`src/rtl/core/tcce_pkg.sv`:
```
// Package with the shared types, sizes and character codes of the text console cursor engine.
`timescale 1ns / 1ps

package tcce_pkg;

   // Screen geometry.
   localparam int COLUMNS  = 80;
   localparam int ROWS     = 25;
   localparam int TAB_STEP = 4;
   localparam int CELLS    = ROWS * COLUMNS;

   // Field and storage widths.
   localparam int ADDR_W  = $clog2(CELLS);
   localparam int COL_W   = 7;
   localparam int ROW_W   = 5;
   localparam int PH_W    = (TAB_STEP > 2) ? $clog2(TAB_STEP) : 1;
   localparam int CHAR_W  = 8;
   localparam int ATTR_W  = 8;
   localparam int CELL_W  = CHAR_W + ATTR_W;
   localparam int CMD_W   = 2;
   localparam int RIDX_W  = 11;
   localparam int CSR_IDX_W = 1;

   // Tab phase of the last column, used when backspace wraps to the previous row.
   localparam int BS_WRAP_PH = (COLUMNS - 1) % TAB_STEP;

   // Reset value of both attribute registers.
   localparam logic [ATTR_W-1:0] ATTR_RESET = 8'h0F;

   // Character codes.
   localparam logic [CHAR_W-1:0] CH_BS    = 8'h08;
   localparam logic [CHAR_W-1:0] CH_TAB   = 8'h09;
   localparam logic [CHAR_W-1:0] CH_LF    = 8'h0A;
   localparam logic [CHAR_W-1:0] CH_CR    = 8'h0D;
   localparam logic [CHAR_W-1:0] CH_BLANK = 8'h20;

   // Command codes.
   localparam logic [CMD_W-1:0] CMD_PUT   = 2'd0;
   localparam logic [CMD_W-1:0] CMD_CLEAR = 2'd1;
   localparam logic [CMD_W-1:0] CMD_READ  = 2'd2;

   // Register indexes.
   localparam logic [CSR_IDX_W-1:0] CSR_TEXT_ATTR   = 1'd0;
   localparam logic [CSR_IDX_W-1:0] CSR_SCROLL_ATTR = 1'd1;

   // Request payload.
   typedef struct packed {
      logic [CMD_W-1:0]  cmd;
      logic [CHAR_W-1:0] char_code;
      logic [ATTR_W-1:0] clear_attribute;
      logic [RIDX_W-1:0] read_index;
   } tcce_req_type;

   // Response payload.
   typedef struct packed {
      logic [COL_W-1:0]  cursor_col;
      logic [ROW_W-1:0]  cursor_row;
      logic [CELL_W-1:0] cell_data;
      logic              scrolled;
   } tcce_rsp_type;

   // Commands from the controller to the datapath.
   typedef struct packed {
      logic capture;
      logic put_step;
      logic clear_run;
      logic move_run;
      logic fill_run;
      logic read_issue;
      logic read_take;
      logic rsp_load;
   } tcce_cmd_type;

   // Status from the datapath to the controller.
   typedef struct packed {
      logic [CMD_W-1:0] in_cmd;
      logic             in_read_ok;
      logic             need_scroll;
      logic             move_last;
      logic             fill_last;
      logic             rsp_free;
   } tcce_status_type;

endpackage

```
`src/rtl/core/tcce_ctrl.sv`:
```
// Controller state machine that sequences put, clear, scroll and read operations.
`timescale 1ns / 1ps

module tcce_ctrl (
   input  logic                     clock,
   input  logic                     reset,
   input  logic                     req_valid,
   output logic                     req_stall,
   input  tcce_pkg::tcce_status_type status,
   output tcce_pkg::tcce_cmd_type    command
);

   typedef enum logic [7:0] {
      S_IDLE  = 8'b0000_0001,
      S_PUT   = 8'b0000_0010,
      S_MOVE  = 8'b0000_0100,
      S_FILL  = 8'b0000_1000,
      S_CLEAR = 8'b0001_0000,
      S_READ  = 8'b0010_0000,
      S_RDCAP = 8'b0100_0000,
      S_RESP  = 8'b1000_0000
   } state_type;

   state_type state_ff;
   state_type state_in;
   logic      req_xfer;

   assign req_stall = (state_ff != S_IDLE);
   assign req_xfer  = req_valid && !req_stall;

   // Next state and commands.
   always_comb begin
      state_in = state_ff;
      command  = '0;
      unique case (state_ff)
         S_IDLE: begin
            if (req_xfer) begin
               command.capture = 1'b1;
               case (status.in_cmd)
                  tcce_pkg::CMD_PUT:   state_in = S_PUT;
                  tcce_pkg::CMD_CLEAR: state_in = S_CLEAR;
                  tcce_pkg::CMD_READ:  state_in = status.in_read_ok ? S_READ : S_RESP;
                  default:             state_in = S_RESP;
               endcase
            end
         end
         S_PUT: begin
            command.put_step = 1'b1;
            state_in = status.need_scroll ? S_MOVE : S_RESP;
         end
         S_MOVE: begin
            command.move_run = 1'b1;
            if (status.move_last) begin
               state_in = S_FILL;
            end
         end
         S_FILL: begin
            command.fill_run = 1'b1;
            if (status.fill_last) begin
               state_in = S_RESP;
            end
         end
         S_CLEAR: begin
            command.clear_run = 1'b1;
            if (status.fill_last) begin
               state_in = S_RESP;
            end
         end
         S_READ: begin
            command.read_issue = 1'b1;
            state_in = S_RDCAP;
         end
         S_RDCAP: begin
            command.read_take = 1'b1;
            state_in = S_RESP;
         end
         S_RESP: begin
            if (status.rsp_free) begin
               command.rsp_load = 1'b1;
               state_in = S_IDLE;
            end
         end
         default: begin
            state_in = S_IDLE;
         end
      endcase
   end

   // State register.
   always_ff @(posedge clock) begin
      if (reset) begin
         state_ff <= S_IDLE;
      end else begin
         state_ff <= state_in;
      end
   end

   // An accepted request always starts an operation.
   a_accept_leaves_idle: assert property (@(posedge clock) disable iff (reset)
      req_xfer |=> (state_ff != S_IDLE))
      else $error("accepted request did not start an operation");

   // The scroll copy is always followed by the bottom row fill.
   a_move_then_fill: assert property (@(posedge clock) disable iff (reset)
      (state_ff == S_MOVE && status.move_last) |=> (state_ff == S_FILL))
      else $error("scroll copy did not hand over to the row fill");

   // A finished operation waits while the response register is still occupied.
   a_resp_waits: assert property (@(posedge clock) disable iff (reset)
      (state_ff == S_RESP && !status.rsp_free) |=> (state_ff == S_RESP))
      else $error("response loaded while the response register was occupied");

endmodule

```
`config.mk`:
```
export PLATFORM = sky130hd
export DESIGN_NAME = tcce_ctrl
export DESIGN_NICKNAME = d
export VERILOG_FILES = /design/src/rtl/core/tcce_pkg.sv /design/src/rtl/core/tcce_ctrl.sv
export SDC_FILE = /design/constraint.sdc
export NUM_CORES = 1
export LEC_CHECK = 0
export BUFFER_PORTS_ARGS = -buffer_cell sky130_fd_sc_hd__buf_2
export CORE_AREA = 2 2 39 41
export CTS_BUF_LIST = sky130_fd_sc_hd__clkbuf_2 sky130_fd_sc_hd__clkbuf_4 sky130_fd_sc_hd__clkbuf_8
export DETAILED_ROUTE_END_ITERATION = 10
export DIE_AREA = 0 0 41 43
export PLACE_DENSITY = 0.73
export SYNTH_ARGS = -nofsm -noshare
export SYNTH_HDL_FRONTEND = slang
export SYNTH_SLANG_ARGS = --single-unit
```
`constraint.sdc`:
```
create_clock -name clock -period 4.4 [get_ports clock]
set_input_delay 1.1 -clock clock [delete_from_list [all_inputs] [get_ports clock]]
set_output_delay 1.1 -clock clock [all_outputs]
set_load 0.005 [all_outputs]
```
* Yosys cells after proc, flatten, opt, wreduce, memory -nomap -nowiden
Cells that the tools add are included.
** Cells by class
- Reduce and logical (&&, ||, !) cells :: 5
- Equality and inequality tests :: 15
- Multiplexer cells :: 18
** Operators with widths (number)
- one-hot mux 8 bit (7 select lines) :: 1
- two-way mux 8 bit :: 6
- one-hot mux 8 bit (3 select lines) :: 1
- two-way mux 1 bit :: 10
- == test 8 x 1 -> 1 bit, second input constant :: 1
- == test 8 x 2 -> 1 bit, second input constant :: 1
- == test 8 x 3 -> 1 bit, second input constant :: 1
- == test 8 x 4 -> 1 bit, second input constant :: 1
- == test 8 x 5 -> 1 bit, second input constant :: 1
- == test 8 x 6 -> 1 bit, second input constant :: 1
- == test 8 x 7 -> 1 bit, second input constant :: 1
- == test 8 bit, second input constant :: 1
- != test 8 x 1 -> 1 bit, second input constant :: 1
- != test 2 bit, second input constant :: 3
- AND reduction 4 bit :: 1
- == test 2 x 1 -> 1 bit, second input constant :: 1
- == test 2 bit, second input constant :: 1
- logical NOT 2 bit :: 1
- != test 2 x 1 -> 1 bit, second input constant :: 1
- OR reduction 2 bit :: 1
- logical AND 1 bit :: 1
- logical NOT 1 bit :: 1
** Word-level totals
- Word-level logic and storage cells :: 39
- Output and inout bits :: 9
- Input port bits :: 10
- Flip-flop bits (word level) :: 8

* Depth between registers and ports, before layout
- Depth after elaboration :: 5
- Mapped depth :: 6

* Least setup slack after synthesis
Ideal clock, no wire load.
- Path type :: input port to output port
- Start point :: input status[0] (netlist bit)
- End point :: output command[0] (netlist bit)
- Arrival :: 1.264 ns
- Data required time :: 3.300 ns
- Cell stages on the path :: 1
- Slack :: 2.036 ns
- Buffers on the path :: 0
- Cells stage by stage :: and4_1
** On the way
- Cells in the longest elaborated chain, start to end :: 2
** Ends and longest elaborated chain
- start, declared :: RTL line tcce_ctrl.sv:9 : input tcce_pkg::tcce_status_type status,
- two-way mux 1 bit :: RTL line tcce_ctrl.sv:78 : if (status.rsp_free) begin
- two-way mux 1 bit :: RTL line tcce_ctrl.sv:35 : unique case (state_ff)
- end, declared :: RTL line tcce_ctrl.sv:10 : output tcce_pkg::tcce_cmd_type command
Every way passes these cells.

==> flow_results.xml <==
<?xml version="1.0" encoding="UTF-8"?>
<metrics>
  <group name="sta">
    <metric name="clock.fmax" unit="MHz">361</metric>
    <metric name="report.final.slew_viol_count" unit="">0</metric>
    <metric name="setup-tns-final" unit="ps">0</metric>
    <metric name="rsz0062_at_grt" unit="">no</metric>
    <metric name="worst_slack" unit="ps">1630</metric>
    <metric name="finalSetupViolations" unit="">0</metric>
    <metric name="finalCritPeriodShare" unit="">0.630</metric>
    <metric name="hold_viol" unit="">0</metric>
    <metric name="slew_headroom" unit="">0.749</metric>
    <metric name="whs" unit="ps">562</metric>
    <metric name="period_needed" unit="ps">2770</metric>
    <metric name="max_slew.worst_pin.slew" unit="ps">374</metric>
    <metric name="finalClockSkew" unit="ps">4.22</metric>
  </group>
  <group name="clock_tree">
    <metric name="cts.repair.resized" unit="">0</metric>
    <metric name="clockBufferDepth" unit="">2</metric>
    <metric name="holdBufCountCts" unit="">0</metric>
    <metric name="cts_sinks" unit="">8</metric>
    <metric name="ctsHtreeMaxLevel" unit="">1</metric>
    <metric name="cts-buffers-inserted" unit="">3</metric>
    <metric name="root_buffer" unit="">clkbuf_4</metric>
    <metric name="cts_tree" unit="">built</metric>
    <metric name="clk_pin_slew_worst_paths" unit="ps">60</metric>
    <metric name="clock_network_latency_to_the_later_pin_of_the_worst_skew_pair" unit="ps">260</metric>
    <metric name="post_cts_buffers" unit="">0</metric>
  </group>
  <group name="pwr">
    <metric name="share_comb_of_total_power" unit="">0.510</metric>
    <metric name="power.leakage" unit="nW">0.320</metric>
    <metric name="vdd_ir_drop_max" unit="mV">0.186</metric>
    <metric name="p_sw" unit="uW">144</metric>
    <metric name="power_density" unit="nW/um^2">488</metric>
    <metric name="internal_power" unit="uW">198</metric>
    <metric name="p_sw_frac" unit="">0.420</metric>
    <metric name="seq_power_share" unit="">0.319</metric>
    <metric name="pwr-share-clk" unit="">0.171</metric>
    <metric name="design_power_total" unit="uW">342</metric>
  </group>
  <group name="detailed_routing">
    <metric name="detail_route.wirelength" unit="um">1430</metric>
    <metric name="drt_iter0_drc" unit="">38</metric>
    <metric name="dr.pass1.iters" unit="">4</metric>
    <metric name="final_antenna_net_count" unit="">0</metric>
    <metric name="detail_route.wl_per_cell" unit="um">14.0</metric>
    <metric name="via_to_cell_ratio" unit="">6.02</metric>
    <metric name="number_of_vias_after_detailed_routing" unit="">614</metric>
    <metric name="remaining_drc_errors" unit="">0</metric>
  </group>
  <group name="critical_path">
    <metric name="crit_arrival" unit="ps">1670</metric>
    <metric name="worstSetupEndpointType" unit="">primary output</metric>
    <metric name="timing.critical_path.fanout_max" unit="">10</metric>
    <metric name="kind_of_critical_path" unit="">register to primary output</metric>
    <metric name="worst_ep_required_time" unit="ps">3300</metric>
    <metric name="timing.critical_path.from_type" unit="">register</metric>
  </group>
  <group name="cells_and_area">
    <metric name="registers.top_by_ff_count" unit="">state_ff</metric>
    <metric name="final_core_utilization" unit="">0.506</metric>
    <metric name="design.final.nets" unit="">98</metric>
    <metric name="most_frequent_standard_cell_in_the_layout_excluding_fill_and_tap_cells" unit="">buf_2</metric>
    <metric name="area_growth" unit="%">20.7</metric>
    <metric name="antenna_cells_inserted" unit="">0</metric>
    <metric name="largest_register_ff_count" unit="">8</metric>
    <metric name="mostFrequentLayoutCells" unit="">18 x buf_2, 8 x dfxtp_1, 7 x nor2_1</metric>
    <metric name="biggestRegsByFlops" unit="">state_ff (8)</metric>
    <metric name="layout.cells.non_filler" unit="">102</metric>
    <metric name="final_layout_size_suffix_gt1_frac" unit="">0.314</metric>
    <metric name="fillCellCount" unit="">132</metric>
    <metric name="final_cell_area" unit="um^2">701</metric>
  </group>
  <group name="run">
    <metric name="cap_violations" unit="">0</metric>
  </group>
  <group name="placement">
    <metric name="dp_cells" unit="">99</metric>
    <metric name="dp_hpwl" unit="um">1110</metric>
    <metric name="preCtsSetupSlack" unit="ps">1800</metric>
    <metric name="place.gp.congestion" unit="">0.775</metric>
    <metric name="buffer_ports.inserted" unit="">18</metric>
    <metric name="postPlaceCellArea" unit="um^2">678</metric>
  </group>
  <group name="outcome">
    <metric name="status" unit="">finished clean</metric>
  </group>
  <group name="global_route">
    <metric name="number_of_global_route_vias_before_repair" unit="">507</metric>
    <metric name="grt_overflow_total" unit="">0</metric>
    <metric name="globalRouteTotalUtil" unit="">0.194</metric>
    <metric name="grt_antenna_before_repair" unit="">0</metric>
    <metric name="wire_length_of_the_first_global_routing_pass" unit="um">2240</metric>
    <metric name="grt_max_degree" unit="">11</metric>
  </group>
  <group name="synthesis">
    <metric name="yosysSeqAreaShare" unit="">0.276</metric>
    <metric name="synth.distinct_cells" unit="">32</metric>
    <metric name="synth-seq-cells" unit="">8</metric>
    <metric name="avgSynthCellArea" unit="um^2">8.54</metric>
    <metric name="synth_fp_nets" unit="">78</metric>
    <metric name="netlist_area" unit="um^2">581</metric>
    <metric name="syn-instance-count" unit="">68</metric>
    <metric name="yosysWarnings" unit="">0</metric>
  </group>
  <group name="die">
    <metric name="die_w" unit="um">41</metric>
    <metric name="design.core.area" unit="um^2">1380</metric>
    <metric name="boundaryPins" unit="">19</metric>
    <metric name="dieHeight" unit="um">43</metric>
    <metric name="initial_core_util" unit="">0.420</metric>
    <metric name="floorplan.die_area" unit="um^2">1760</metric>
    <metric name="placement_rows" unit="">14</metric>
  </group>
  <group name="worst_hold_path">
    <metric name="min-delay-path-class" unit="">register to register</metric>
  </group>
</metrics>
metal layers:
layer	wire [um]	part of all wire	global-route usage	vias up
met1	612	0.43	0.248	286
met3	119	0.083	0.0471	5
li1	-	-	-	294
met2	657	0.46	0.278	29
met4	38	0.027	0.120	0
met5	0	0	0	-
cell type report:
class | count | area (um^2) | share of cell area
Clock buffer | 3 | 22.5 | 0.0321
Inverter | 4 | 15.0 | 0.0214
Multi-Input combinational cell | 53 | 393 | 0.561
Sequential cell | 8 | 160 | 0.229
Tap cell | 16 | 20.0 | 0.0286
Timing Repair Buffer | 18 | 90.1 | 0.129
final timing paths:
path                                                  to  slack [ps]  cells after the start                     start
worst max register to register  state_ff[0]$_SDFFE_PP1P_        2290                      5  state_ff[6]$_SDFFE_PP0P_
worst min register to register  state_ff[4]$_SDFFE_PP0P_         560                      2  state_ff[4]$_SDFFE_PP0P_
worst min-delay path            state_ff[4]$_SDFFE_PP0P_         560                      2  state_ff[4]$_SDFFE_PP0P_
worst max-delay path                          command[2]        1630                      4  state_ff[2]$_SDFFE_PP0P_
cell families (layout without fill, tap and decap cells):
family | count (synthesis) | after routing | synth area share
AND/OR/NAND/NOR | 36 | 36 | 0.427
AO/OA/AOI/OAI | 15 | 15 | 0.220
buffers and inverters | 7 | 25 | 0.0474
flip-flops | 8 | 8 | 0.276
XOR/XNOR | 2 | 2 | 0.0302
synthesized netlist by cell type:
master,n,area share
inv_1,4,0.026
o2bb2ai_1,1,0.015
xor2_1,1,0.015
and3_1,2,0.022
o211ai_1,1,0.013
o21ai_0,3,0.026
xnor2_1,1,0.015
clkbuf_1,2,0.013
nor3b_1,4,0.052
and4b_1,1,0.017
nor3b_2,1,0.022
or4b_1,1,0.017
nand4b_1,2,0.030
nor4b_1,2,0.030
nor2b_1,1,0.011
o41ai_2,1,0.028
nor2_1,7,0.045
o221a_1,1,0.019
nor4_4,1,0.037
or4_1,1,0.013
nor4_1,1,0.011
o221ai_4,1,0.045
nand2_1,6,0.039
dfxtp_1,8,0.28
buf_2,1,0.0086
a211oi_1,1,0.013
nand2b_1,1,0.011
a21oi_1,4,0.034
nor3_1,2,0.017
o21bai_1,2,0.026
and4_1,1,0.015
or4_4,2,0.039
worst max-delay path: stages, from the launching register on:
cell and delay [ps]:
dfxtp_1 410, nor4_1 370, nand2_1 140, nor3b_2 320, buf_2 170
power by group through the flow:
stage | combinational, mW | sequential (mW) | clock [mW]
floorplan | 0.141 | 0.0976 | 0
global placement | 0.173 | 0.109 | 0
detailed placement | 0.174 | 0.110 | 0
CTS | 0.174 | 0.108 | 0.0586
global route | 0.192 | 0.112 | 0.0622
finish | 0.174 | 0.109 | 0.0584
(Power assumes the default switching activity.)
