File: src/rtl/core/tcce_pkg.sv
// Package with the shared types, sizes and character codes of the text console cursor engine.
`timescale 1ns / 1ps

package tcce_pkg;

   // Screen geometry.
   localparam int COLUMNS  = 80;
   localparam int ROWS     = 25;
   localparam int TAB_STEP = 4;
   localparam int CELLS    = ROWS * COLUMNS;

   // Field and storage widths.
   localparam int ADDR_W  = $clog2(CELLS);
   localparam int COL_W   = 7;
   localparam int ROW_W   = 5;
   localparam int PH_W    = (TAB_STEP > 2) ? $clog2(TAB_STEP) : 1;
   localparam int CHAR_W  = 8;
   localparam int ATTR_W  = 8;
   localparam int CELL_W  = CHAR_W + ATTR_W;
   localparam int CMD_W   = 2;
   localparam int RIDX_W  = 11;
   localparam int CSR_IDX_W = 1;

   // Tab phase of the last column, used when backspace wraps to the previous row.
   localparam int BS_WRAP_PH = (COLUMNS - 1) % TAB_STEP;

   // Reset value of both attribute registers.
   localparam logic [ATTR_W-1:0] ATTR_RESET = 8'h0F;

   // Character codes.
   localparam logic [CHAR_W-1:0] CH_BS    = 8'h08;
   localparam logic [CHAR_W-1:0] CH_TAB   = 8'h09;
   localparam logic [CHAR_W-1:0] CH_LF    = 8'h0A;
   localparam logic [CHAR_W-1:0] CH_CR    = 8'h0D;
   localparam logic [CHAR_W-1:0] CH_BLANK = 8'h20;

   // Command codes.
   localparam logic [CMD_W-1:0] CMD_PUT   = 2'd0;
   localparam logic [CMD_W-1:0] CMD_CLEAR = 2'd1;
   localparam logic [CMD_W-1:0] CMD_READ  = 2'd2;

   // Register indexes.
   localparam logic [CSR_IDX_W-1:0] CSR_TEXT_ATTR   = 1'd0;
   localparam logic [CSR_IDX_W-1:0] CSR_SCROLL_ATTR = 1'd1;

   // Request payload.
   typedef struct packed {
      logic [CMD_W-1:0]  cmd;
      logic [CHAR_W-1:0] char_code;
      logic [ATTR_W-1:0] clear_attribute;
      logic [RIDX_W-1:0] read_index;
   } tcce_req_type;

   // Response payload.
   typedef struct packed {
      logic [COL_W-1:0]  cursor_col;
      logic [ROW_W-1:0]  cursor_row;
      logic [CELL_W-1:0] cell_data;
      logic              scrolled;
   } tcce_rsp_type;

   // Commands from the controller to the datapath.
   typedef struct packed {
      logic capture;
      logic put_step;
      logic clear_run;
      logic move_run;
      logic fill_run;
      logic read_issue;
      logic read_take;
      logic rsp_load;
   } tcce_cmd_type;

   // Status from the datapath to the controller.
   typedef struct packed {
      logic [CMD_W-1:0] in_cmd;
      logic             in_read_ok;
      logic             need_scroll;
      logic             move_last;
      logic             fill_last;
      logic             rsp_free;
   } tcce_status_type;

endpackage

File: src/rtl/core/tcce_dp.sv
// Datapath with cursor, attribute registers, sweep counter, memory port muxing and response.
`timescale 1ns / 1ps

module tcce_dp (
   input  logic                                 clock,
   input  logic                                 reset,
   input  tcce_pkg::tcce_req_type               req_data,
   output logic                                 rsp_valid,
   input  logic                                 rsp_stall,
   output tcce_pkg::tcce_rsp_type               rsp_data,
   input  logic                                 csr_valid,
   output logic                                 csr_ready,
   input  logic [tcce_pkg::CSR_IDX_W-1:0]       csr_index,
   input  logic [tcce_pkg::ATTR_W-1:0]          csr_wdata,
   input  tcce_pkg::tcce_cmd_type               command,
   output tcce_pkg::tcce_status_type            status,
   output logic                                 ram_wr_en,
   output logic [tcce_pkg::ADDR_W-1:0]          ram_wr_addr,
   output logic [tcce_pkg::CELL_W-1:0]          ram_wr_data,
   output logic                                 ram_rd_en,
   output logic [tcce_pkg::ADDR_W-1:0]          ram_rd_addr,
   input  logic [tcce_pkg::CELL_W-1:0]          ram_rd_data
);

   tcce_pkg::tcce_req_type              req_ff;
   logic [tcce_pkg::COL_W-1:0]          cursor_x_ff;
   logic [tcce_pkg::ROW_W-1:0]          cursor_y_ff;
   logic [tcce_pkg::PH_W-1:0]           phase_ff;
   logic [tcce_pkg::ATTR_W-1:0]         text_attr_ff;
   logic [tcce_pkg::ATTR_W-1:0]         scroll_attr_ff;
   logic [tcce_pkg::ADDR_W-1:0]         cnt_ff;
   logic [tcce_pkg::CELL_W-1:0]         cell_ff;
   logic                                scrolled_ff;
   logic                                rsp_valid_ff;
   tcce_pkg::tcce_rsp_type              rsp_ff;

   logic [tcce_pkg::COL_W:0]            col_calc;
   logic [tcce_pkg::ROW_W:0]            row_calc;
   logic [tcce_pkg::PH_W-1:0]           ph_calc;
   logic                                put_wr;
   logic [tcce_pkg::COL_W-1:0]          wr_col;
   logic [tcce_pkg::ROW_W-1:0]          wr_row;
   logic [tcce_pkg::CHAR_W-1:0]         wr_char;
   logic                                put_scroll;
   logic [tcce_pkg::ADDR_W-1:0]         put_addr;

   // Configuration registers are always writable.
   assign csr_ready = 1'b1;

   always_ff @(posedge clock) begin
      if (reset) begin
         text_attr_ff   <= tcce_pkg::ATTR_RESET;
         scroll_attr_ff <= tcce_pkg::ATTR_RESET;
      end else if (csr_valid && csr_ready) begin
         unique case (csr_index)
            tcce_pkg::CSR_TEXT_ATTR:   text_attr_ff   <= csr_wdata;
            tcce_pkg::CSR_SCROLL_ATTR: scroll_attr_ff <= csr_wdata;
            default: ;
         endcase
      end
   end

   // Put-character cursor arithmetic; the tab phase tracks the column modulo the tab step.
   always_comb begin
      col_calc = {1'b0, cursor_x_ff};
      row_calc = {1'b0, cursor_y_ff};
      ph_calc  = phase_ff;
      put_wr   = 1'b0;
      wr_col   = cursor_x_ff;
      wr_row   = cursor_y_ff;
      wr_char  = req_ff.char_code;
      case (req_ff.char_code)
         tcce_pkg::CH_BS: begin
            if (cursor_x_ff != '0) begin
               col_calc = col_calc - 1'b1;
               wr_col   = cursor_x_ff - 1'b1;
               wr_char  = tcce_pkg::CH_BLANK;
               put_wr   = 1'b1;
               ph_calc  = (phase_ff == '0) ? tcce_pkg::PH_W'(tcce_pkg::TAB_STEP - 1)
                                           : phase_ff - 1'b1;
            end else if (cursor_y_ff != '0) begin
               row_calc = row_calc - 1'b1;
               col_calc = (tcce_pkg::COL_W + 1)'(tcce_pkg::COLUMNS - 1);
               wr_col   = tcce_pkg::COL_W'(tcce_pkg::COLUMNS - 1);
               wr_row   = cursor_y_ff - 1'b1;
               wr_char  = tcce_pkg::CH_BLANK;
               put_wr   = 1'b1;
               ph_calc  = tcce_pkg::PH_W'(tcce_pkg::BS_WRAP_PH);
            end
         end
         tcce_pkg::CH_TAB: begin
            col_calc = col_calc + (tcce_pkg::COL_W + 1)'(tcce_pkg::TAB_STEP)
                     - (tcce_pkg::COL_W + 1)'(phase_ff);
            ph_calc  = '0;
         end
         tcce_pkg::CH_CR: begin
            col_calc = '0;
            ph_calc  = '0;
         end
         tcce_pkg::CH_LF: begin
            col_calc = '0;
            row_calc = row_calc + 1'b1;
            ph_calc  = '0;
         end
         default: begin
            if (req_ff.char_code >= tcce_pkg::CH_BLANK) begin
               put_wr   = 1'b1;
               col_calc = col_calc + 1'b1;
               ph_calc  = (phase_ff == tcce_pkg::PH_W'(tcce_pkg::TAB_STEP - 1)) ? '0
                                                                         : phase_ff + 1'b1;
            end
         end
      endcase
      // Wrap at the end of the line.
      if (col_calc >= (tcce_pkg::COL_W + 1)'(tcce_pkg::COLUMNS)) begin
         col_calc = '0;
         row_calc = row_calc + 1'b1;
         ph_calc  = '0;
      end
   end

   assign put_scroll = (row_calc >= (tcce_pkg::ROW_W + 1)'(tcce_pkg::ROWS));
   assign put_addr   = tcce_pkg::ADDR_W'(wr_row) * tcce_pkg::ADDR_W'(tcce_pkg::COLUMNS)
                     + tcce_pkg::ADDR_W'(wr_col);

   // Cursor, request and sweep counter registers; the counter holds on the last copy step
   // so that the bottom-row fill starts at the first cell of that row.
   always_ff @(posedge clock) begin
      if (reset) begin
         cursor_x_ff <= '0;
         cursor_y_ff <= '0;
         phase_ff    <= '0;
         cnt_ff      <= '0;
      end else begin
         if (command.capture) begin
            cnt_ff <= '0;
         end else if (command.clear_run || command.fill_run
                      || (command.move_run && !status.move_last)) begin
            cnt_ff <= cnt_ff + 1'b1;
         end
         if (command.put_step) begin
            cursor_x_ff <= col_calc[tcce_pkg::COL_W-1:0];
            cursor_y_ff <= put_scroll ? tcce_pkg::ROW_W'(tcce_pkg::ROWS - 1)
                                      : row_calc[tcce_pkg::ROW_W-1:0];
            phase_ff    <= ph_calc;
         end else if (command.clear_run) begin
            cursor_x_ff <= '0;
            cursor_y_ff <= '0;
            phase_ff    <= '0;
         end
      end
   end

   // Request payload and per-item result fields.
   always_ff @(posedge clock) begin
      if (command.capture) begin
         req_ff      <= req_data;
         cell_ff     <= '0;
         scrolled_ff <= 1'b0;
      end else begin
         if (command.read_take) begin
            cell_ff <= ram_rd_data;
         end
         if (command.put_step) begin
            scrolled_ff <= put_scroll;
         end
      end
   end

   // Memory port selection: the scroll copy reads one row ahead of the cell it writes.
   always_comb begin
      ram_wr_en   = 1'b0;
      ram_wr_addr = cnt_ff;
      ram_wr_data = {req_ff.clear_attribute, tcce_pkg::CH_BLANK};
      ram_rd_en   = 1'b0;
      ram_rd_addr = cnt_ff + tcce_pkg::ADDR_W'(tcce_pkg::COLUMNS);
      if (command.put_step) begin
         ram_wr_en   = put_wr;
         ram_wr_addr = put_addr;
         ram_wr_data = {text_attr_ff, wr_char};
      end else if (command.move_run) begin
         ram_wr_en   = (cnt_ff != '0);
         ram_wr_addr = cnt_ff - 1'b1;
         ram_wr_data = ram_rd_data;
         ram_rd_en   = !status.move_last;
      end else if (command.fill_run) begin
         ram_wr_en   = 1'b1;
         ram_wr_data = {scroll_attr_ff, tcce_pkg::CH_BLANK};
      end else if (command.clear_run) begin
         ram_wr_en   = 1'b1;
      end else if (command.read_issue) begin
         ram_rd_en   = 1'b1;
         ram_rd_addr = req_ff.read_index[tcce_pkg::ADDR_W-1:0];
      end
   end

   // Response register parts the result side from the working side.
   always_ff @(posedge clock) begin
      if (reset) begin
         rsp_valid_ff <= 1'b0;
      end else if (command.rsp_load) begin
         rsp_valid_ff <= 1'b1;
      end else if (rsp_valid_ff && !rsp_stall) begin
         rsp_valid_ff <= 1'b0;
      end
   end

   always_ff @(posedge clock) begin
      if (command.rsp_load) begin
         rsp_ff.cursor_col <= cursor_x_ff;
         rsp_ff.cursor_row <= cursor_y_ff;
         rsp_ff.cell_data  <= cell_ff;
         rsp_ff.scrolled   <= scrolled_ff;
      end
   end

   assign rsp_valid = rsp_valid_ff;
   assign rsp_data  = rsp_ff;

   // Status toward the controller.
   assign status.in_cmd      = req_data.cmd;
   assign status.in_read_ok  = (req_data.read_index < tcce_pkg::RIDX_W'(tcce_pkg::CELLS));
   assign status.need_scroll = put_scroll;
   assign status.move_last   = (cnt_ff == tcce_pkg::ADDR_W'(tcce_pkg::CELLS - tcce_pkg::COLUMNS));
   assign status.fill_last   = (cnt_ff == tcce_pkg::ADDR_W'(tcce_pkg::CELLS - 1));
   assign status.rsp_free    = !rsp_valid_ff || !rsp_stall;

   // The scroll copy never reads the cell it is writing.
   a_move_no_collision: assert property (@(posedge clock) disable iff (reset)
      (command.move_run && ram_wr_en && ram_rd_en) |-> (ram_rd_addr != ram_wr_addr))
      else $error("scroll copy read and write hit the same cell");

   // The cursor row stays on the screen and its tab phase matches the column.
   a_cursor_in_range: assert property (@(posedge clock) disable iff (reset)
      (cursor_y_ff < tcce_pkg::ROW_W'(tcce_pkg::ROWS))
      && (tcce_pkg::COL_W'(phase_ff) == tcce_pkg::COL_W'(cursor_x_ff % tcce_pkg::TAB_STEP)))
      else $error("cursor row or tab phase out of step");

   // A response that reports a scroll leaves the cursor on the bottom row.
   a_scroll_bottom_row: assert property (@(posedge clock) disable iff (reset)
      (rsp_valid_ff && rsp_ff.scrolled)
      |-> (rsp_ff.cursor_row == tcce_pkg::ROW_W'(tcce_pkg::ROWS - 1)))
      else $error("scroll reported with cursor off the bottom row");

endmodule

File: config.mk
export PLATFORM = sky130hd
export DESIGN_NAME = tcce_dp
export DESIGN_NICKNAME = d
export VERILOG_FILES = /design/src/rtl/core/tcce_pkg.sv /design/src/rtl/core/tcce_dp.sv
export SDC_FILE = /design/constraint.sdc
export NUM_CORES = 1
export LEC_CHECK = 0
export ABC_AREA = 1
export BUFFER_PORTS_ARGS = -buffer_cell sky130_fd_sc_hd__buf_2
export CAP_MARGIN = 15
export CORE_MARGIN = 1.5
export CORE_UTILIZATION = 59
export DETAILED_ROUTE_END_ITERATION = 16
export GPL_ROUTABILITY_DRIVEN = 1
export PLACE_DENSITY = 0.85
export SYNTH_ARGS = -nofsm -noshare
export SYNTH_HDL_FRONTEND = slang
export SYNTH_SLANG_ARGS = --single-unit
File: constraint.sdc
create_clock -name clock -period 7.15 [get_ports clock]
set_clock_uncertainty 0.15 [all_clocks]
set_input_delay 2.145 -clock clock [delete_from_list [all_inputs] [get_ports clock]]
set_output_delay 2.145 -clock clock [all_outputs]
set_load 0.02 [all_outputs]
### Yosys cells after proc, flatten, opt, wreduce, memory -nomap -nowiden

Cells that the tools add are included.

* register bits: 115
* input port bits: 66
* output and inout bits: 78

* add/sub/neg operators: 15
* multipliers: 1
* $lt $le $gt $ge: 4
* eq/ne operators: 9
* mux-type cells: 57
* bitwise gates (word level): 1
* reduce and logical (&&, ||, !) cells: 20

Operator list (number)
* 11-bit 2-to-1 mux: 7
* 7-bit 2-to-1 mux: 7
* 16-bit 2-to-1 mux: 3
* 8-bit 2-to-1 mux: 5
* 8-bit by 4-bit equality test with 1-bit output, second input constant: 4
* 5-bit 2-to-1 mux: 6
* 8-bit case mux with 3 select lines: 1
* 11-bit equality test, second input constant: 2
* 6-bit 2-to-1 mux: 3
* 2-bit 2-to-1 mux: 8
* 1-bit 2-to-1 mux: 14
* 6-bit case mux with 2 select lines: 1
* 11-bit by 1-bit adder with 11-bit output, second input constant: 1
* 11-bit by 7-bit adder with 11-bit output: 1
* 11-bit by 7-bit adder with 11-bit output, second input constant: 1
* 11-bit less-than comparator, second input constant: 1
* 11-bit nonzero test: 1
* 11-bit by 1-bit subtractor with 11-bit output, second input constant: 1
* 7-bit by 1-bit adder with 8-bit output, second input constant: 1
* 7-bit by 3-bit adder with 8-bit output, second input constant: 1
* 8-bit by 6-bit greater-or-equal comparator with 1-bit output, second input constant: 1
* 8-bit by 7-bit greater-or-equal comparator with 1-bit output, second input constant: 1
* 7-bit by 1-bit subtractor with 8-bit output, second input constant: 1
* 8-bit by 2-bit subtractor with 8-bit output: 1
* 26 further kinds: 34

### Depth between registers and ports, before layout

* depth after elaboration: 9
* mapped depth: 22
* depth with buffers taken out: 22

### Worst setup path after synthesis

Ideal clock, no wire load.

* path type: input-to-output
* from: input port command[4] (netlist name)
* to: output port ram_wr_addr[8] (netlist name)
* data arrival time: 3.539 ns
* required time: 4.855 ns
* setup slack: 1.316 ns
* stages: 7
* buffers on the path: 1
* cell sequence: clkbuf_1 -> nand2_1 -> nor2_1 -> nand2_1 -> nor3_1 -> nor2_1 -> o21ai_0

* cells in the longest elaborated chain, start to end: 2

Ends and longest elaborated chain
* start, declared: RTL line tcce_dp.sv:15 `input tcce_pkg::tcce_cmd_type command,`
* 11-bit 2-to-1 mux: RTL line tcce_dp.sv:181 `end else if (command.move_run) begin`
* 11-bit 2-to-1 mux: RTL line tcce_dp.sv:177 `if (command.put_step) begin`
* end, declared: RTL line tcce_dp.sv:18 `output logic [tcce_pkg::ADDR_W-1:0] ram_wr_addr,`

No other way between the ends.

### Final worst setup path

* from: register cursor_x_ff[4] (netlist name)
* to: output port ram_wr_addr[10] (netlist name)

* cells in the longest elaborated chain, start to end: 6

Ends and longest elaborated chain
* start, declared: RTL line tcce_dp.sv:26 `logic [tcce_pkg::COL_W-1:0] cursor_x_ff;`
* start signal, assigned: RTL line tcce_dp.sv:142 `cursor_x_ff <= col_calc[tcce_pkg::COL_W-1:0];`
* 7-bit nonzero test: RTL line tcce_dp.sv:74 `if (cursor_x_ff != '0) begin`
* 5-bit 2-to-1 mux: RTL line tcce_dp.sv:74
* 5-bit 2-to-1 mux: RTL line tcce_dp.sv:72 `case (req_ff.char_code)`
* 5-bit by 3-bit multiplier with 7-bit output: RTL line tcce_dp.sv:123 `assign put_addr = tcce_pkg::ADDR_W'(wr_row) * tcce_pkg::ADDR_W'(tcce_pkg::COLUMNS)`
* 11-bit by 7-bit adder with 11-bit output *: RTL line tcce_dp.sv:124 `+ tcce_pkg::ADDR_W'(wr_col);`
* 11-bit 2-to-1 mux *: RTL line tcce_dp.sv:177

Mark *: on every way between the ends. The rest lies on a longest branch, timed or not.

==> results.json <==
{
  "max_stage_delay_ns": 0.38,
  "rsz0062_at_grt": "false",
  "hold_viol": 0,
  "rows": 39,
  "start_util_pct": 60.4,
  "clockBufferDepth": 2,
  "vias": 6707,
  "synth_area_leaders": "edfxtp_1 (24%), dfxtp_1 (17%), nand2_1 (11%), ha_1 (6.5%), nor2_1 (6.2%)",
  "clkSinkCount": 115,
  "clkSlewWorstSetupHoldPaths_ns": 0.06,
  "min_from": "cell_ff[14]$_SDFFE_PP0P_",
  "grt_pass1_wl_um": 29300,
  "ioPinCount": 144,
  "power.share.clock_pct": 46.8,
  "gp_congestion": 1.01,
  "routed_via_density": 5.68,
  "slew_viol_final": 0,
  "final.setup.tns_ns": 0,
  "end_kind": "output port",
  "peakVddDrop_uv": 286,
  "synth_cells": 891,
  "power.total_mw": 1.84,
  "critPathTopFamily": "adder cells",
  "crit_type": "flip-flop to output port",
  "internal-power_mw": 1.35,
  "maxCapViolations": 0,
  "worstHoldEndpoint": "rsp_data[15]$_DFFE_PP_",
  "min_path_type": "flip-flop to flip-flop",
  "synth_warnings": 0,
  "syn-mean-instance-area_sq_um": 7.74,
  "post-place-cells": 1149,
  "core_area_sq_um": 11400,
  "cts_buffers": 17,
  "worstPathRequired_ns": 4.86,
  "worst_pin_slew_ns": 0.923,
  "cts_setup_buffers": 0,
  "min_period_over_period_pct": 92.3,
  "max_slew_margin_pct": 38.3,
  "final.min_clock_period_ns": 6.60,
  "yosys.cell_count.top_type": "nand2_1",
  "ys_seq_area_share_pct": 41.5,
  "die_w_um": 111,
  "clock-root-buffer": "clkbuf_16",
  "dp_hpwl_um": 13000,
  "clkLatencyLatePin_ns": 0.42,
  "whs_path_depth": 0,
  "status": "completed",
  "yosysTopAreaCellShare_pct": 24.4,
  "first_pass_iters": 6,
  "h-tree-depth": 4,
  "drt_iter0_markers": 437,
  "grt_max_degree": 42,
  "rrSetupSlack_ns": 3.82,
  "p_leak_nw": 3.96,
  "r2r-end": "scrolled_ff$_SDFFE_PP0P_",
  "routed_wl_um": 18300,
  "worstReg2RegStart": "cursor_x_ff[0]$_SDFFE_PP0P_",
  "setup_viol": 0,
  "syn-cell-area_sq_um": 6890,
  "max_freq_mhz": 152,
  "ant_nets": 0,
  "crit_fanout": 9,
  "slowest_stage": "fa_1",
  "cts_resized": 0,
  "synth_seq_cells": 115,
  "n_antenna_cell": 0,
  "arrival_ns": 4.30,
  "critPathMostFrequentCell": "ha_1",
  "crit_buf_inv": 3,
  "antenna_found_initial": 0,
  "yosys-top-cells-count": "nand2_1 (195), nor2_1 (114), o21ai_0 (83)",
  "dieArea_sq_um": 12300,
  "die_y_um": 111,
  "synth.net_count": 996,
  "grt_pass1_vias": 6226,
  "grt_usage_pct": 29.8,
  "nets": 1130,
  "layout-drive-gt1-share_pct": 21.2,
  "cts_tree": "built",
  "p_seq_share_pct": 40.7,
  "routedWlPerCell_um": 15.5,
  "p_sw_uw": 490,
  "p_per_area_nw_per_um2": 223,
  "synth_edf_count": 56,
  "grt-ovfl-total": 0,
  "swShare_pct": 26.6,
  "final_util_pct": 72.5,
  "area_growth_pct": 20.1,
  "synth_flop_cell": "dfxtp_1",
  "synth_top_area_cell": "edfxtp_1",
  "portBuffers": 138,
  "async_reset_ff_share_pct": 0,
  "ctsHoldBuffers": 0,
  "stdcell_count": 1181,
  "cp_cell_sequence": "inv_1, ha_1, nand2_2, nor2_8, nand2_1, inv_2, nand2_1, nand3_1, o21ai_0, ha_1, ha_1, fa_1, xor2_1, nand3_1, xnor2_1, xor2_1, o21ai_0, buf_2",
  "critPathLaunchType": "flip-flop",
  "synth.distinct_cells": 55,
  "drc": 0,
  "r2r_cells": 21,
  "power_frac_comb_pct": 12.5
}
cell families (layout without fill, tap and decap cells):
logic type      count (synthesis)  in the layout  synth area share, %
fa+ha+maj                      39             39                 7.40
compound gates                160            160                 13.0
xor+xnor                       16             16                 2.03
buf+inv                       116            263                 6.75
mux                             1              1                0.163
flops                         115            115                 41.5
simple gates                  443            443                 29.0
other cells                     1              1               0.0544
registers in the layout, summed over array words and instances (netlist names):
| register | flops |
|---|---|
| rsp_data | 29 |
| req_ff | 27 |
| cell_ff | 16 |
| cnt_ff | 11 |
| scroll_attr_ff | 8 |
| text_attr_ff | 8 |
| cursor_x_ff | 7 |
| cursor_y_ff | 5 |
| phase_ff | 2 |
| rsp_valid | 1 |
| scrolled_ff | 1 |
metal layers:
metal,track usage (%),vias to the layer above,share of wire (%)
li1,-,3262,-
met1,34.6,3032,39
met2,50.7,348,49
met3,8.09,65,8.6
met4,14.8,0,3.6
met5,0,-,0
placed cells by master (no fill, tap or decap), types with 5 or more instances in the layout:
| master | count |
|---|---|
| nand2_1 | 195 |
| buf_2 | 138 |
| nor2_1 | 114 |
| o21ai_0 | 83 |
| inv_1 | 75 |
| nand3_1 | 72 |
| dfxtp_1 | 59 |
| edfxtp_1 | 56 |
| a21oi_1 | 46 |
| ha_1 | 36 |
| clkbuf_16 | 18 |
| nand4_1 | 15 |
| nor3_1 | 13 |
| xor2_1 | 13 |
| inv_2 | 10 |
| nand2_2 | 7 |
| nor2_4 | 5 |
| nor2_2 | 5 |
| nand3_2 | 5 |
| buf_4 | 5 |
worst register-to-register path, stage by stage (launching register included):
cell     delay, ns
dfxtp_1       0.38
inv_1         0.24
ha_1          0.19
inv_1         0.04
ha_1          0.22
fa_1          0.45
nand2_1       0.12
nand3_1       0.08
nand2_1       0.08
nor2_1        0.05
nor2_1        0.12
nand2_2       0.09
a21oi_4       0.18
inv_2         0.06
nand2_2       0.11
nand3_1       0.09
nand2_1       0.10
nand3_2       0.09
a21oi_1       0.22
nand2_1       0.08
nand2_1       0.07
inv_1         0.03
power groups by stage:
stage / clock network [mW] / logic [mW] / registers [mW]
floorplan: 0 / 0.133 / 0.772
global placement: 0 / 0.221 / 0.761
detailed placement: 0 / 0.224 / 0.763
CTS: 0.869 / 0.228 / 0.750
global route: 0.897 / 0.252 / 0.753
finish: 0.864 / 0.231 / 0.750
cell type report:
cell class | count | area (sq um)
clock buffers | 20 | 468
fillers | 900 | 3140
clock inverters | 12 | 141
well taps | 143 | 179
multi-input cells | 660 | 3570
inverters | 88 | 333
repair buffers | 143 | 728
flip-flops and latches | 115 | 2860
how the worst max path moves through the flow:
stage / startpoint / endpoint / slack (ns) / depth (start not counted)
4_1_cts: cursor_x_ff[4]$_SDFFE_PP0P_ / ram_wr_addr[10] / 0.56 / 18
2_1_floorplan: command[4] / ram_wr_addr[8] / 1.32 / 7
3_3_place_gp: command[4] / ram_wr_addr[9] / 0.87 / 12
3_5_place_dp: command[4] / ram_wr_addr[9] / 0.77 / 12
5_1_grt: cursor_x_ff[4]$_SDFFE_PP0P_ / ram_wr_addr[10] / 0.23 / 18
6_report: cursor_x_ff[4]$_SDFFE_PP0P_ / ram_wr_addr[10] / 0.55 / 18
through the flow:
stage | setup slack [ns] | hold WS [ns] | area [sq um]
detailed placement | 0.771 | 0.260 | 7670
CTS | 0.557 | 0.274 | 8280
floorplan | 1.32 | 0.253 | 6890
global route | 0.232 | 0.279 | 8280
finish | 0.552 | 0.275 | 8280
global placement | 0.873 | 0.254 | 7670
Note: power is estimated with default switching activity, not from simulation.
